===== src/design/tbim_pkg.sv =====
// ----------------------------------------------------------------------------
// tbim_pkg
// Shared constants and types for the two-body invariant mass pipeline.
// ----------------------------------------------------------------------------
package tbim_pkg;

  localparam int MOMENTUM_BITS_DEFAULT = 20;
  localparam int MASS_W   = 21;
  localparam int CFG_W    = 32;
  localparam int ADDR_W   = 3;
  localparam int FRAC_SHIFT = 24;  // 2^-24 GeV^2 -> 2^-48 GeV^2
  localparam int OUT_SHIFT  = 12;  // 2^-24 GeV -> 2^-12 GeV

  localparam logic [MASS_W-1:0] MASS_MAX = 21'h1FFFFF;

  localparam logic [CFG_W-1:0] FIRST_MSQ_RESET  = 32'd326821;
  localparam logic [CFG_W-1:0] SECOND_MSQ_RESET = 32'd14769832;

  // register index, taken from paddr[2]
  localparam logic REG_FIRST_MSQ  = 1'b0;
  localparam logic REG_SECOND_MSQ = 1'b1;

  typedef struct packed {
    logic [CFG_W-1:0] first_msq;
    logic [CFG_W-1:0] second_msq;
  } cfg_t;

endpackage


===== src/design/tbim_cfg.sv =====
// ----------------------------------------------------------------------------
// tbim_cfg
// APB register file holding the two hypothesis masses squared.
// ----------------------------------------------------------------------------
module tbim_cfg
  import tbim_pkg::*;
(
  input  logic              clk,
  input  logic              rst,
  input  logic              psel,
  input  logic              penable,
  input  logic              pwrite,
  input  logic [ADDR_W-1:0] paddr,
  input  logic [CFG_W-1:0]  pwdata,
  output logic [CFG_W-1:0]  prdata,
  output logic              pready,
  output cfg_t              cfg
);

  logic wr_en;

  assign pready = 1'b1;
  assign wr_en  = psel && penable && pwrite;

  always_ff @(posedge clk) begin
    if (rst) begin
      cfg.first_msq  <= FIRST_MSQ_RESET;
      cfg.second_msq <= SECOND_MSQ_RESET;
    end else if (wr_en) begin
      case (paddr[2])
        REG_FIRST_MSQ:  cfg.first_msq  <= pwdata;
        REG_SECOND_MSQ: cfg.second_msq <= pwdata;
        default: ;
      endcase
    end
  end

  always_comb begin
    case (paddr[2])
      REG_FIRST_MSQ:  prdata = cfg.first_msq;
      REG_SECOND_MSQ: prdata = cfg.second_msq;
      default:        prdata = '0;
    endcase
  end

endmodule


===== config.mk =====
export PLATFORM = sky130hd
export DESIGN_NAME = tbim_cfg
export DESIGN_NICKNAME = d
export VERILOG_FILES = /design/src/design/tbim_pkg.sv /design/src/design/tbim_cfg.sv
export SDC_FILE = /design/constraint.sdc
export NUM_CORES = 1
export LEC_CHECK = 0
export ABC_AREA = 1
export BUFFER_PORTS_ARGS = -buffer_cell sky130_fd_sc_hd__buf_2
export CAP_MARGIN = 20
export CORE_MARGIN = 1
export CORE_UTILIZATION = 48
export CTS_BUF_LIST = sky130_fd_sc_hd__clkbuf_2 sky130_fd_sc_hd__clkbuf_4 sky130_fd_sc_hd__clkbuf_8
export DETAILED_ROUTE_END_ITERATION = 10
export PLACE_DENSITY = 0.82
export SETUP_SLACK_MARGIN = 0.3
export SYNTH_ARGS = -nofsm -noshare
export SYNTH_HDL_FRONTEND = slang
export SYNTH_SLANG_ARGS = --single-unit
export TNS_END_PERCENT = 100

===== constraint.sdc =====
create_clock -name clk -period 1.4 [get_ports clk]
set_clock_uncertainty 0.2 [all_clocks]
set_input_delay 0.28 -clock clk [delete_from_list [all_inputs] [get_ports clk]]
set_output_delay 0.28 -clock clk [all_outputs]
set_load 0.02 [all_outputs]

==> results.yml <==
sta:
  min_period_over_period_pct: 110
  slew_violations: 0
  rsz0062_at_grt: "yes"
  worst_slack_ns: -0.146
  period_minus_slack_ns: 1.55
  setup_violations: 39
  relSlewSlack_pct: 57.9
  tightestPinTransition_ns: 0.632
  report.final.hold_viol_count: 0
  fin_hold_ws_ns: 0.0642
  fmax_mhz: 647
yosys:
  ys_seq_elements: 64
  synth_commonest_cells: "nand2_1 (186), nor2_1 (82), dfxtp_1 (64), nand3_1 (64), inv_1 (27)"
  yosys.area.top_type_share_pct: 43.5
  yosysUniqueCellTypes: 16
  synth_warnings: 0
  synthFlopType: "dfxtp_1"
  ys_async_sr_fraction_pct: 0
  synth_nets: 500
  syn-cell-area_mm2: 0.00294
  synth_edf_count: 0
  syn_inst: 460
  yosysSeqAreaShare_pct: 43.5
  synthTopCellsByArea: "dfxtp_1 (44%), nand2_1 (24%), nand3_1 (11%)"
  syn_avg_cell_area_um2: 6.40
  synth_most_common_cell: "nand2_1"
  yosysTopAreaCell: "dfxtp_1"
min_path:
  min_path_type: "in2reg"
  hold_depth: 3
placed_design:
  place_congestion: 0.770
  pre_cts_slack_ns: -0.212
  hpwl_um: 5630
  placed_cells: 661
  port-buffer-count: 133
route:
  met1_length_um: 5040
  met2WireLength_um: 7120
  wl_met3_um: 1870
  wl_um: 15300
  top_layer: "met4"
  dr.pass1.iters: 6
  vias_per_cell: 6.02
  vias: 4400
  drt_iter0_markers: 681
  ant_nets: 0
  drc: 0
  wire_per_inst_um: 20.9
setup_path:
  cp_slowest_cell: "dfxtp_2"
  reg2reg_slack_ns: 0.26
  critical_path_class: "reg2out"
  cp_max_fo: 3
  cp_cell_sequence: "nand2_1 > nand2_2 > buf_6"
  critical_path_arrival_ns: 1.07
  worstPathRequired_ns: 0.92
  max_stage_delay_ns: 0.39
  start_kind: "flip-flop"
  reg2reg_depth: 4
  crit_path_end_kind: "primary output"
power_and_ir_drop:
  clockPowerShare_pct: 31.3
  seqPwrFrac_pct: 43.2
  power_leakage_nw: 2.80
  p_sw_w: 0.00142
  power_w: 0.00456
  combPwrFrac_pct: 25.5
  internal_power_w: 0.00314
  sw_frac_of_total_pct: 31.2
  p_per_area_mw_per_mm2: 821
  max-vdd-ir-drop_mv: 0.685
global_route:
  grt_first_pass_wirelength_um: 16000
  gr-total-overflow: 0
  grt_pass1_vias: 3567
  antenna_found_initial: 1
  grt_max_degree: 47
  grt_usage_pct: 32.7
clock_tree:
  numCtsBuffers: 9
  cts.clk_slew.worst_paths_ns: 0.07
  h-tree-depth: 3
  cts.sinks: 64
  insertion_delay_ns: 0.34
  cts_tree: "built"
  root_buffer: "clkbuf_8"
  cts_buffer_depth: 2
finish:
  register_area_mm2: 0.00139
  multi_input_area_mm2: 0.00168
  top_register: "cfg"
  largest_reg_flops: 64
  nNetsFinal: 693
  final_core_util_pct: 93.8
  drive_gt1_share_pct: 56.5
  reg_top3: "cfg (64)"
  area_delta_synth_final_pct: 88.7
  nFillCells: 159
  final_cells: 731
die:
  die_h_um: 80.3
  boundaryPins: 137
  coreArea_mm2: 0.00592
  die_x_um: 80.3
  row_count: 28
  die-area_mm2: 0.00645
  start_util_pct: 49.7
job:
  cap_viol_max_count: 0
outcome:
  status: "finished, violations left"
  violations: "setup timing"
==> path summary, 6_finish.rpt <==
| path | from | to |
|---|---|---|
| hold reg to reg | cfg[32]$_SDFFE_PP1P_ | cfg[32]$_SDFFE_PP1P_ |
| setup reg to reg | cfg[54]$_SDFFE_PP0P_ | cfg[54]$_SDFFE_PP0P_ |
| setup / recovery | cfg[14]$_SDFFE_PP1P_ | prdata[14] |
| hold / removal | pwdata[18] | cfg[50]$_SDFFE_PP1P_ |
==> logic make-up (layout without fill, tap and decap cells) <==
logic type	after synthesis	in the layout	share of synthesized area, %
other	1	2	0.127
AND/OR/NAND/NOR	336	336	46.9
buffers and inverters	59	254	9.48
flip-flops	64	64	43.5
==> cell type report <==
type,count,share of cell area [%]
timing repair buffer,212,37.8
multi-input combinational,337,30.3
sequential,64,25.0
clock buffer,12,2.86
inverter,29,2.25
tap,75,1.69
clock inverter,1,0.0901
antenna,1,0.0451
==> worst max-delay path, delay by kind of cell, from the launching register on <==
| kind | cells | cell delay, ns |
|---|---|---|
| flops | 1 | 0.39 |
| buf+inv | 1 | 0.12 |
| simple gates | 2 | 0.22 |
==> layout by cell type (no fill, tap or decap) <==
master	n
buf_12	5
buf_2	34
buf_4	29
buf_6	127
buf_8	1
clkbuf_4	1
clkbuf_8	11
clkinv_2	1
conb_1	1
dfxtp_2	54
dfxtp_4	10
diode_2	1
dlygate4sd3_1	13
dlymetal6s4s_1	3
inv_1	26
inv_16	1
inv_2	2
nand2_1	112
nand2_2	66
nand2_4	8
nand3_1	54
nand3_2	10
nand3_4	1
nor2_1	76
nor2_2	6
nor2_4	2
nor2_8	1
==> routing by layer <==
metal | up-vias | global-route usage (%)
met3 | 150 | 7.73
li1 | 1784 | -
met1 | 1985 | 33.5
met4 | 0 | 19.1
met2 | 481 | 60.0
met5 | - | 0
==> power groups by stage <==
stage	combinational, W	clock [W]	sequential (W)
global placement	0.000721	0	0.00197
detailed placement	0.000737	0	0.00198
global route	0.00122	0.00150	0.00197
finish	0.00116	0.00143	0.00197
CTS	0.000934	0.00138	0.00196
floorplan	0.000417	0	0.00205
==> per-stage QoR <==
| step | setup TNS, ns | instance area, um2 |
|---|---|---|
| finish | -1.95 | 5550 |
| global placement | -9.45 | 3910 |
| detailed placement | -11.18 | 3910 |
| global route | -3.23 | 5550 |
| floorplan | 0 | 3170 |
| CTS | -0.224 | 4960 |
==> repair_timing <==
action,in CTS,in global routing
hold buffers,17,0
endpoints found under the hold margin,21,0
endpoints found under the setup margin,139,145
resized for setup,262,99
setup buffers,3,37
pin swaps,10,53
Note: power is estimated with default switching activity, not from simulation.
