File: config.mk
export PLATFORM = sky130hd
export DESIGN_NAME = tbim_isqrt
export DESIGN_NICKNAME = d
export VERILOG_FILES = /design/src/design/tbim_pkg.sv /design/src/design/tbim_isqrt.sv
export SDC_FILE = /design/constraint.sdc
export NUM_CORES = 2
export LEC_CHECK = 0
export BUFFER_PORTS_ARGS = -buffer_cell sky130_fd_sc_hd__buf_2
export CAP_MARGIN = 5
export CORE_ASPECT_RATIO = 1.1
export CORE_MARGIN = 5
export CORE_UTILIZATION = 60
export CTS_CLUSTER_SIZE = 30
export DETAILED_ROUTE_END_ITERATION = 8
export PLACE_DENSITY = 0.76
export SYNTH_ARGS = -nofsm -noshare
export SYNTH_HDL_FRONTEND = slang
export SYNTH_MEMORY_MAX_BITS = 65536
export SYNTH_SLANG_ARGS = --single-unit
File: constraint.sdc
create_clock -name clk -period 9.45 [get_ports clk]
set_clock_uncertainty 0.05 [all_clocks]
set_input_delay 0.4725 -clock clk [delete_from_list [all_inputs] [get_ports clk]]
set_output_delay 0.4725 -clock clk [all_outputs]
set_load 0.01 [all_outputs]
File: src/design/tbim_pkg.sv
// ----------------------------------------------------------------------------
// tbim_pkg
// Shared constants and types for the two-body invariant mass pipeline.
// ----------------------------------------------------------------------------
package tbim_pkg;

  localparam int MOMENTUM_BITS_DEFAULT = 20;
  localparam int MASS_W   = 21;
  localparam int CFG_W    = 32;
  localparam int ADDR_W   = 3;
  localparam int FRAC_SHIFT = 24;  // 2^-24 GeV^2 -> 2^-48 GeV^2
  localparam int OUT_SHIFT  = 12;  // 2^-24 GeV -> 2^-12 GeV

  localparam logic [MASS_W-1:0] MASS_MAX = 21'h1FFFFF;

  localparam logic [CFG_W-1:0] FIRST_MSQ_RESET  = 32'd326821;
  localparam logic [CFG_W-1:0] SECOND_MSQ_RESET = 32'd14769832;

  // register index, taken from paddr[2]
  localparam logic REG_FIRST_MSQ  = 1'b0;
  localparam logic REG_SECOND_MSQ = 1'b1;

  typedef struct packed {
    logic [CFG_W-1:0] first_msq;
    logic [CFG_W-1:0] second_msq;
  } cfg_t;

endpackage

File: src/design/tbim_isqrt.sv
// ----------------------------------------------------------------------------
// tbim_isqrt
// Pipelined floor square root, one result bit per register stage.
// ----------------------------------------------------------------------------
module tbim_isqrt
  import tbim_pkg::*;
#(
  parameter int ROOT_W = 34,
  parameter int LANES  = 1,
  parameter int SIDE_W = 1
) (
  input  logic                               clk,
  input  logic                               rst,
  input  logic                               en,
  input  logic                               in_valid,
  input  logic [LANES-1:0][2*ROOT_W-1:0]     in_rad,
  input  logic [SIDE_W-1:0]                  in_side,
  output logic                               out_valid,
  output logic [LANES-1:0][ROOT_W-1:0]       out_root,
  output logic [SIDE_W-1:0]                  out_side
);

  localparam int RAD_W = 2 * ROOT_W;
  localparam int REM_W = ROOT_W + 1;
  localparam int CUR_W = ROOT_W + 3;

  logic                           vld    [ROOT_W];
  logic [SIDE_W-1:0]              side_q [ROOT_W];
  logic [LANES-1:0][RAD_W-1:0]    rad_q  [ROOT_W];
  logic [LANES-1:0][REM_W-1:0]    rem_q  [ROOT_W];
  logic [LANES-1:0][ROOT_W-1:0]   root_q [ROOT_W];

  for (genvar k = 0; k < ROOT_W; k++) begin : g_stage
    logic                         p_vld;
    logic [SIDE_W-1:0]            p_side;
    logic [LANES-1:0][RAD_W-1:0]  p_rad;
    logic [LANES-1:0][REM_W-1:0]  p_rem;
    logic [LANES-1:0][ROOT_W-1:0] p_root;
    logic [LANES-1:0][RAD_W-1:0]  n_rad;
    logic [LANES-1:0][REM_W-1:0]  n_rem;
    logic [LANES-1:0][ROOT_W-1:0] n_root;

    if (k == 0) begin : g_first
      assign p_vld  = in_valid;
      assign p_side = in_side;
      assign p_rad  = in_rad;
      assign p_rem  = '0;
      assign p_root = '0;
    end else begin : g_next
      assign p_vld  = vld[k-1];
      assign p_side = side_q[k-1];
      assign p_rad  = rad_q[k-1];
      assign p_rem  = rem_q[k-1];
      assign p_root = root_q[k-1];
    end

    for (genvar l = 0; l < LANES; l++) begin : g_lane
      logic [CUR_W-1:0] cur;
      logic [CUR_W-1:0] trial;
      logic             ge;
      assign cur   = {p_rem[l], p_rad[l][RAD_W-1 -: 2]};
      assign trial = CUR_W'({p_root[l], 2'b01});
      assign ge    = (cur >= trial);
      assign n_rem[l]  = ge ? REM_W'(cur - trial) : REM_W'(cur);
      assign n_root[l] = {p_root[l][ROOT_W-2:0], ge};
      assign n_rad[l]  = {p_rad[l][RAD_W-3:0], 2'b00};
    end

    always_ff @(posedge clk) begin
      if (rst) begin
        vld[k] <= 1'b0;
      end else if (en) begin
        vld[k] <= p_vld;
      end
    end

    always_ff @(posedge clk) begin
      if (en) begin
        side_q[k] <= p_side;
        rad_q[k]  <= n_rad;
        rem_q[k]  <= n_rem;
        root_q[k] <= n_root;
      end
    end
  end

  assign out_valid = vld[ROOT_W-1];
  assign out_root  = root_q[ROOT_W-1];
  assign out_side  = side_q[ROOT_W-1];

endmodule

==> summary.txt <==
Run status
  • Outcome: finished, violations left
  • Failing checks: hold timing

Drt
  • 1st-pass router iterations: 6
  • Post-Route WL: between 200000 and 300000 um
  • Routed len/inst: 20.43 um
  • Initial drt markers: around 6400
  • Via-to-Cell Ratio: ~5.8
  • Vias post-DR: roughly 80000
  • Final ANT Viol Nets: 0
  • Residual DRC: 0

Synthesis
  • Ys flop type: edfxtp_1
  • Synth area leader: edfxtp_1
  • Yosys Warn Count: 0
  • Mapped Nets: 10980
  • Number of enable flip-flop cells after synthesis: around 2900
  • Register area share after synthesis: 64.88%
  • Mean Syn Cell Area: ~13 sq um
  • Largest cells by area after synthesis: edfxtp_1, ha_1, xnor2_1, xor2_1, a21oi_1
  • Post-synthesis async set-or-reset flop share: 0%
  • Synthesized flop and latch total: between 2000 and 3000
  • Cell variety after synth: 91
  • Mapped Cells: a little over 10000
  • Post-Syn Area: between 0.1 and 0.15 sq mm
  • Post-synth top area share: approximately two thirds

Cells and area
  • Sequential cell area: roughly 0.087 sq mm
  • Commonest non-fill, non-tap cell in the layout: edfxtp_1
  • Fill count: 15530
  • Most frequent cells in the layout: edfxtp_1, inv_1, a21oi_1
  • Synth-to-Final Area Change: 10.81%
  • Design Area, Final: approximately 0.15 sq mm
  • Final nets: around 11000
  • Footprint of the multi-input gates: 0.04321 sq mm
  • Share of cells above drive strength 1: 7.207%

Floorplan
  • Core Box Area: 0.2215 sq mm
  • DIE AREA: 0.2322 sq mm
  • Die Ht: between 500 and 600 um
  • IO Count: 109
  • # rows: 181
  • Starting Density: 60.33%
  • Die Wd: roughly 460 um

Critical path
  • Worst reg2reg startpoint: rem_q[12][20]
  • Crit-path slowest cell: a211oi_4
  • R2R Setup Slk: 4860 ps
  • Worst Setup SP: rem_q[12][20]
  • Critical path startpoint category: register
  • Crit path DAT: between 5000 and 6000 ps
  • Crit path capture type: register
  • CP Class: reg2reg
  • Crit path cell chain: or3_1, or4_1, or4_1, or2_1, nor3_1, nand2_1, a211oi_4, a211o_1, nor4_1, xor2_1
  • CP peak stage delay: slightly below 1000 ps
  • Worst-path fanout max: 32
  • Reg2reg path depth: 10
  • CP Data Required Time: roughly 10000 ps
  • CP dominant cell by count: or4_1

Pwr
  • PwrDens: ~250 mW/mm^2
  • Leak pwr: 56.77 nW
  • Max VDD drop: ~0.24 mV

CTS
  • Resize count post-CTS: 0
  • Clock Tree Buf Depth: 4
  • Reg clk slew, reported paths: roughly 70 ps
  • CTS tree: done
  • Htree depth: 5
  • CTS buffer count: approximately 310
  • Num Clock Sinks: a little under 3000
  • Root buf cell: clkbuf_16
  • Clock Latency Late Sink: about 940 ps

STA
  • Slew headroom: 17.37%
  • Finish-stage setup viols: 0
  • Hold WS: -19.00 ps
  • Fmax: 217.8 MHz
  • Worst slew pin tran: between 1000 and 1500 ps
  • Max-slew violations: 0
  • Setup repair after global routing missed its margin: false
  • Final hold vios: 3
  • Final setup TNS: 0 ps
  • Fin crit period: 4592 ps
  • Tcrit/Tclk final: 48.60%

Min path
  • Worst Hold Class: in2reg
  • Hold depth: 1
  • Hold Path Origin: en

Global route
  • Total congestion overflow: 0
  • Largest net degree at the start of global routing: 197
  • Number of global-route vias before repair: 80520
  • All-layer global routing usage: about a quarter
  • Initial antenna violation count: 2
  • First-pass GRT wire length: roughly 440000 um

Placed design
  • Count of input and output buffers: approximately 110
  • Post-DP Area: between 0.1 and 0.15 sq mm
  • DP HPWL: ~200000 um
  • Final GP Congestion: 0.9304

Flow run
  • Max Cap Viol: 0
logic make-up after synthesis:
logic type / synth area share, %
compound gates: 9.477
other cells: 0.002806
simple gates: 9.838
buf+inv: 2.888
flops: 64.88
xor+xnor: 6.181
fa+ha+maj: 5.909
mux: 0.8250
state kept, by name (all words and copies together) (netlist names):
register	count
rad_q	1122
vld	34
rem_q	1102
root_q	595
side_q	34
metal layers:
metal	share of wire [%]	vias to the layer above	GRT usage (%)
met5	0	-	0
met4	5.4	0	11.71
met3	4.2	664	3.234
met2	51	2140	42.47
met1	39	38840	29.13
li1	-	38600	-
metrics by stage:
stage          total power [mW]  utilization, %  hold WS, ps  setup slack, ps  instances
2_1_floorplan             22.90               -        350.3             5800      10270
3_5_place_dp              25.46           62.20        354.5             4868      13160
3_3_place_gp              25.30           62.20        350.3             4940      13160
5_1_grt                   38.68           66.85        61.14             4583      13770
4_1_cts                   37.13           66.84        24.35             4856      13760
6_report                  36.85           66.85       -19.00             4858      13770
cells in the mapped netlist (15+ instances only):
| library cell | number |
|---|---|
| or2_2 | 50 |
| a31oi_1 | 51 |
| edfxtp_1 | 2887 |
| o21a_1 | 117 |
| xor2_1 | 459 |
| a31o_2 | 15 |
| a211o_1 | 15 |
| a211oi_1 | 46 |
| ha_1 | 631 |
| o21bai_1 | 63 |
| o211ai_1 | 28 |
| nand2b_1 | 133 |
| and2_1 | 78 |
| o21ai_0 | 512 |
| inv_1 | 818 |
| nor3b_1 | 24 |
| nor3_1 | 264 |
| a2111oi_0 | 21 |
| and3_1 | 60 |
| nand3_1 | 172 |
| mux2_2 | 84 |
| nand4_1 | 112 |
| nor2_1 | 624 |
| nor4_1 | 125 |
| a21o_1 | 281 |
| or3_1 | 96 |
| nor2b_1 | 100 |
| a21oi_1 | 681 |
| or4_1 | 70 |
| a21boi_0 | 28 |
| clkbuf_1 | 178 |
| nand3b_1 | 29 |
| xnor2_1 | 484 |
| nand2_1 | 637 |
| o31ai_1 | 58 |
report_power, final:
group | internal (mW) | switching (mW)
Clock | 6.74 | 4.76
Combinational | 3.30 | 4.63
Sequential | 16.3 | 1.16
Total | 26.3 | 10.5
critical path: cells and delay by family, from the launching register on:
kind / cells / cell delay, ps
AOI/OAI and AO/OA: 2 / 1370
DFF: 1 / 440
xor gates and xnor gates: 1 / 170
and+or+nand+nor: 7 / 2290
path summary, 6_finish.rpt:
kind / end
setup / recovery: rem_q[13][34]
setup reg to reg: rem_q[13][34]
hold reg to reg: rad_q[17][45]
hold / removal: rad_q[0][29]
area by class of cell:
| type | instances | share of cell area (%) |
|---|---|---|
| Clock inverter | 185 | 1.104 |
| Inverter | 820 | 2.079 |
| Sequential cell | 2887 | 58.55 |
| Timing Repair Buffer | 231 | 1.229 |
| Multi-Input combinational cell | 6365 | 29.18 |
| Tap cell | 2928 | 2.474 |
| Clock buffer | 348 | 5.364 |
| Antenna cell | 9 | 0.01521 |
what timing repair did:
item | CTS | global route
endpoints found under the setup margin | 0 | 0
buffers inserted | 0 | 0
endpoints found under the hold margin | 71 | 0
hold buffers | 71 | 0
No activity file was read; power rests on OpenSTA's default activity.
